## src/grf_cell.sv

```systemverilog
// One root-bit cell of the rotation pipeline.
// Decides one bit of the largest k with k*k*w <= target, using shifts and adds only.
module grf_cell #(
  parameter int unsigned KW   = 33,
  parameter int unsigned WW   = 32,
  parameter int unsigned TW   = 64,
  parameter int unsigned BIT  = 0,
  parameter bit          LIVE = 1'b1
) (
  input  logic          clk_i,
  input  logic          en_i,
  input  logic [WW-1:0] w_i,
  input  logic [KW-1:0] k_i,
  input  logic [TW-1:0] e_i,
  input  logic [TW-1:0] p_i,
  output logic [WW-1:0] w_o,
  output logic [KW-1:0] k_o,
  output logic [TW-1:0] e_o,
  output logic [TW-1:0] p_o
);
  // e_i holds target - k*k*w, p_i holds k*w; k has bits above BIT only
  logic [TW-1:0] wsq;
  logic [TW:0]   d;
  logic [TW+1:0] diff;
  logic          ov;
  logic          take;

  // Weight shifted by twice the bit; drop the bit when it cannot fit
  if (!LIVE || 2 * BIT >= TW) begin : g_off
    assign ov  = 1'b1;
    assign wsq = '0;
  end else begin : g_on
    assign ov  = |(TW'(w_i) >> (TW - 2 * BIT));
    assign wsq = TW'(w_i) << (2 * BIT);
  end

  // Growth of k*k*w when this bit is set, compared against the remainder
  always_comb begin
    d    = (TW+1)'(p_i << (BIT + 1)) + (TW+1)'(wsq);
    diff = (TW+2)'(e_i) - (TW+2)'(d);
    take = !ov && !diff[TW+1];
  end

  // Advance the partial root and its running terms
  always_ff @(posedge clk_i) begin
    if (en_i) begin
      w_o <= w_i;
      k_o <= take ? (k_i | (KW'(1) << BIT)) : k_i;
      e_o <= take ? diff[TW-1:0] : e_i;
      p_o <= take ? (p_i + (TW'(w_i) << BIT)) : p_i;
    end
  end
endmodule

```

## config.mk

```make
export PLATFORM = sky130hd
export DESIGN_NAME = grf_cell
export DESIGN_NICKNAME = d
export VERILOG_FILES = /design/src/grf_cell.sv
export SDC_FILE = /design/constraint.sdc
export NUM_CORES = 1
export LEC_CHECK = 0
export ABC_AREA = 1
export CORE_MARGIN = 2
export CORE_UTILIZATION = 43
export CTS_CLUSTER_DIAMETER = 50
export DETAILED_ROUTE_END_ITERATION = 8
export DONT_BUFFER_PORTS = 1
export PLACE_DENSITY = 0.55
export SYNTH_ARGS = -nofsm -noshare
export SYNTH_HDL_FRONTEND = slang
export SYNTH_SLANG_ARGS = --single-unit
```

## constraint.sdc

```tcl
create_clock -name clk_i -period 11.3 [get_ports clk_i]
set_input_delay 0.565 -clock clk_i [delete_from_list [all_inputs] [get_ports clk_i]]
set_output_delay 0.565 -clock clk_i [all_outputs]
set_load 0.02 [all_outputs]
```

==> results.md <==
* Status: finished clean
* Type of the worst min-delay path: primary input to flop
* Total iterations of the first detailed-routing run at 8
* TritonCTS clock tree: built
* Pwr/cell area at 132 nW/um^2
* Die height at 211 um
* Worst Path Buf+Inv at 6
* Hold Fails Final Rpt at 0
* Post-DR vias/cell at 5.69
* Max-slew violations at 0
* Setup bufs post-CTS at 0
* Initial Util at 43.8%
* Synth Instances at 2701
* Worst path slowest cell: buf_4
* DRT iter0 DRCs at 1498
* Routed via count at ~18000
* Clock Path Buffers at 2
* Crit path launch type: primary input
* EDFF count, synth at 193
* Post-detailed-routing wire length at 75300 um
* Max Cap Viol at 0
* Crit share post-route at 56.3%
* Diodes inserted at 0
* Die W at 211 um
* Fillers at between 4000 and 5000
* CTS resizes at 0
* Most numerous cell in the Yosys netlist: nand2_1
* NumNets Final at 3000
* Avg Inst Size Synth at between 6 and 7 um^2
* Slowest Stage Delay on Critical Path at 0.83 ns
* Die area at roughly 45000 um^2
* CTS root buf: clkbuf_16
* Util after Layout at about 46%
* Pleak at 8.53 nW
* Post-DP HPWL at 62500 um
* Worst Path Arrival at between 6 and 7 ns
* Unrepaired setup endpoints after global routing: no
* Placed cell area at 18900 um^2
* Final Setup Violations at 0
* TritonCTS buffer count at 17
* Min Tclk post-route at between 6 and 7 ns
* Post-synth top flop: edfxtp_1
* Crit path capture type: flop
* Synthesized Nets at 3026
* Max Clk Rate at about 0.16 GHz
* Largest delay contributor family on the critical path: simple AND/OR/NAND/NOR gates
* Io pins at slightly below 400
* Async S/R FF share, synth at 0%
* Total GRT Usage at 33.5%
* Antenna-violating nets left at 0
* Worst IR Drop VDD at 0.0000882 V
* WL per Instance at approximately 23 um
* Worst Slack Setup Final at 4.94 ns
* Hold_buf cts at 0
* Actual slew at the worst max-slew pin at 1.27 ns
* Residual DRC count at 0
* Area grow syn2layout at 5.22%
* Worst Path Max Fanout at 97
* Initial antenna violation count at 0
* Required time worst endpoint at 11.66 ns
* Slew HR at around 15%
* Dominant cells by area after synthesis: edfxtp_1 31%, nand2_1 16%, ha_1 8.6%, nand3_1 6.7%, inv_1 6.7%
* Area leader, netlist: edfxtp_1
* Placer Congestion at 0.995
* H-tree levels at 4
* Yosys top cell area share at 31.4%
* Dpl ws at 4.56 ns
* # rows at 75
* Mapped cell area at 18500 um^2
* Most used cell, CP: nand2_1
* Yosys reg bits at 193
* Grt ovf at 0
* Clock sink count at 193
* Crit path kind: primary input to flop
* Post-route cell area at 19400 um^2
* Share of post-route cells with drive strength above 1 at 2.27%
* Commonest cells in the netlist: 807 x nand2_1, 329 x inv_1, 304 x nor2_1, 247 x nand3_1, 193 x edfxtp_1
* Clock Pin Slew Worst Setup and Hold Paths at 0.09 ns
* Synth warn at 0
* First-pass GRT wire length at 110000 um
* Core area at 42100 um^2
* Cell variety after synth at 41
* Setup TNS at 0 ns
* Vias in the first global route at 17676
* IO buf count at 0
* Sequential area share after synthesis at 31.4%
* Pin count of the biggest net entering global routing at 194
cells by family after synthesis:
kind of cell	count (synthesis)	share of synthesized area [%]
xor gates and xnor gates	145	6.88
adders and majority gates	130	8.94
buffers and inverters	386	8.59
AOI/OAI and AO/OA	368	10.8
and+or+nand+nor	1479	33.3
DFF	193	31.4
path summary, 6_finish.rpt:
path    start      end  slack, ns  cells after the start
max    w_i[1]  e_o[43]       4.94                     28
min   w_i[26]  w_o[26]       0.15                      0
per-layer routing:
| metal | vias to the layer above | GRT usage (%) | part of all wire, % |
|---|---|---|---|
| met5 | - | 0 | 0 |
| met4 | 0 | 13.0 | 3.7 |
| met3 | 90 | 4.00 | 6.1 |
| met2 | 768 | 56.3 | 47 |
| met1 | 8643 | 43.9 | 43 |
| li1 | 8861 | - | - |
stage by stage:
stage	hold slack, ns	total power [W]	std cells
after floorplan	0.664	0.00165	2701
after global placement	0.664	0.00194	3195
after detailed placement	0.664	0.00194	3195
after CTS	0.135	0.00255	3227
after global routing	0.141	0.00268	3227
final	0.152	0.00256	3227
flip-flops by register name (all words and copies together), names as in the netlist:
name  count
k_o      33
w_o      32
p_o      64
e_o      64
cell usage in the layout (no fill, tap or decap), drive strengths merged:
| cell | count |
|---|---|
| xnor2 | 36 |
| nand3b | 8 |
| nand3 | 249 |
| buf | 5 |
| a21oi | 178 |
| and3 | 4 |
| clkinvlp | 3 |
| nand2 | 811 |
| o21bai | 31 |
| nor2 | 311 |
| clkinv | 7 |
| and2 | 2 |
| xor2 | 109 |
| edfxtp | 193 |
| inv | 341 |
| o21a | 2 |
| nor3b | 1 |
| nand2b | 1 |
| nand4 | 33 |
| nor3 | 46 |
| ha | 127 |
| clkbuf | 17 |
| fa | 3 |
| a21boi | 6 |
| nor4 | 10 |
| a21o | 14 |
| o211ai | 1 |
| or2 | 3 |
| a31oi | 15 |
| o21ai | 119 |
| o31ai | 2 |
layout make-up:
type                    count  area, um^2  area share (%)
clock buffers              17         425            2.19
clock inverters            15         130           0.670
inverters                 336        1260            6.51
multi-input cells        2122       11100            57.1
flip-flops and latches    193        5800            29.9
well taps                 539         674            3.47
repair buffers              5        37.5           0.193
where the power goes:
part	switching, W	leakage (nW)	total [W]	internal (W)
registers	0.000131	1.89	0.00102	0.000889
clock network	0.000329	0.264	0.000618	0.000289
logic	0.000637	6.38	0.000918	0.000281
total	0.00110	8.53	0.00256	0.00146
Note: power is estimated with default switching activity, not from simulation.
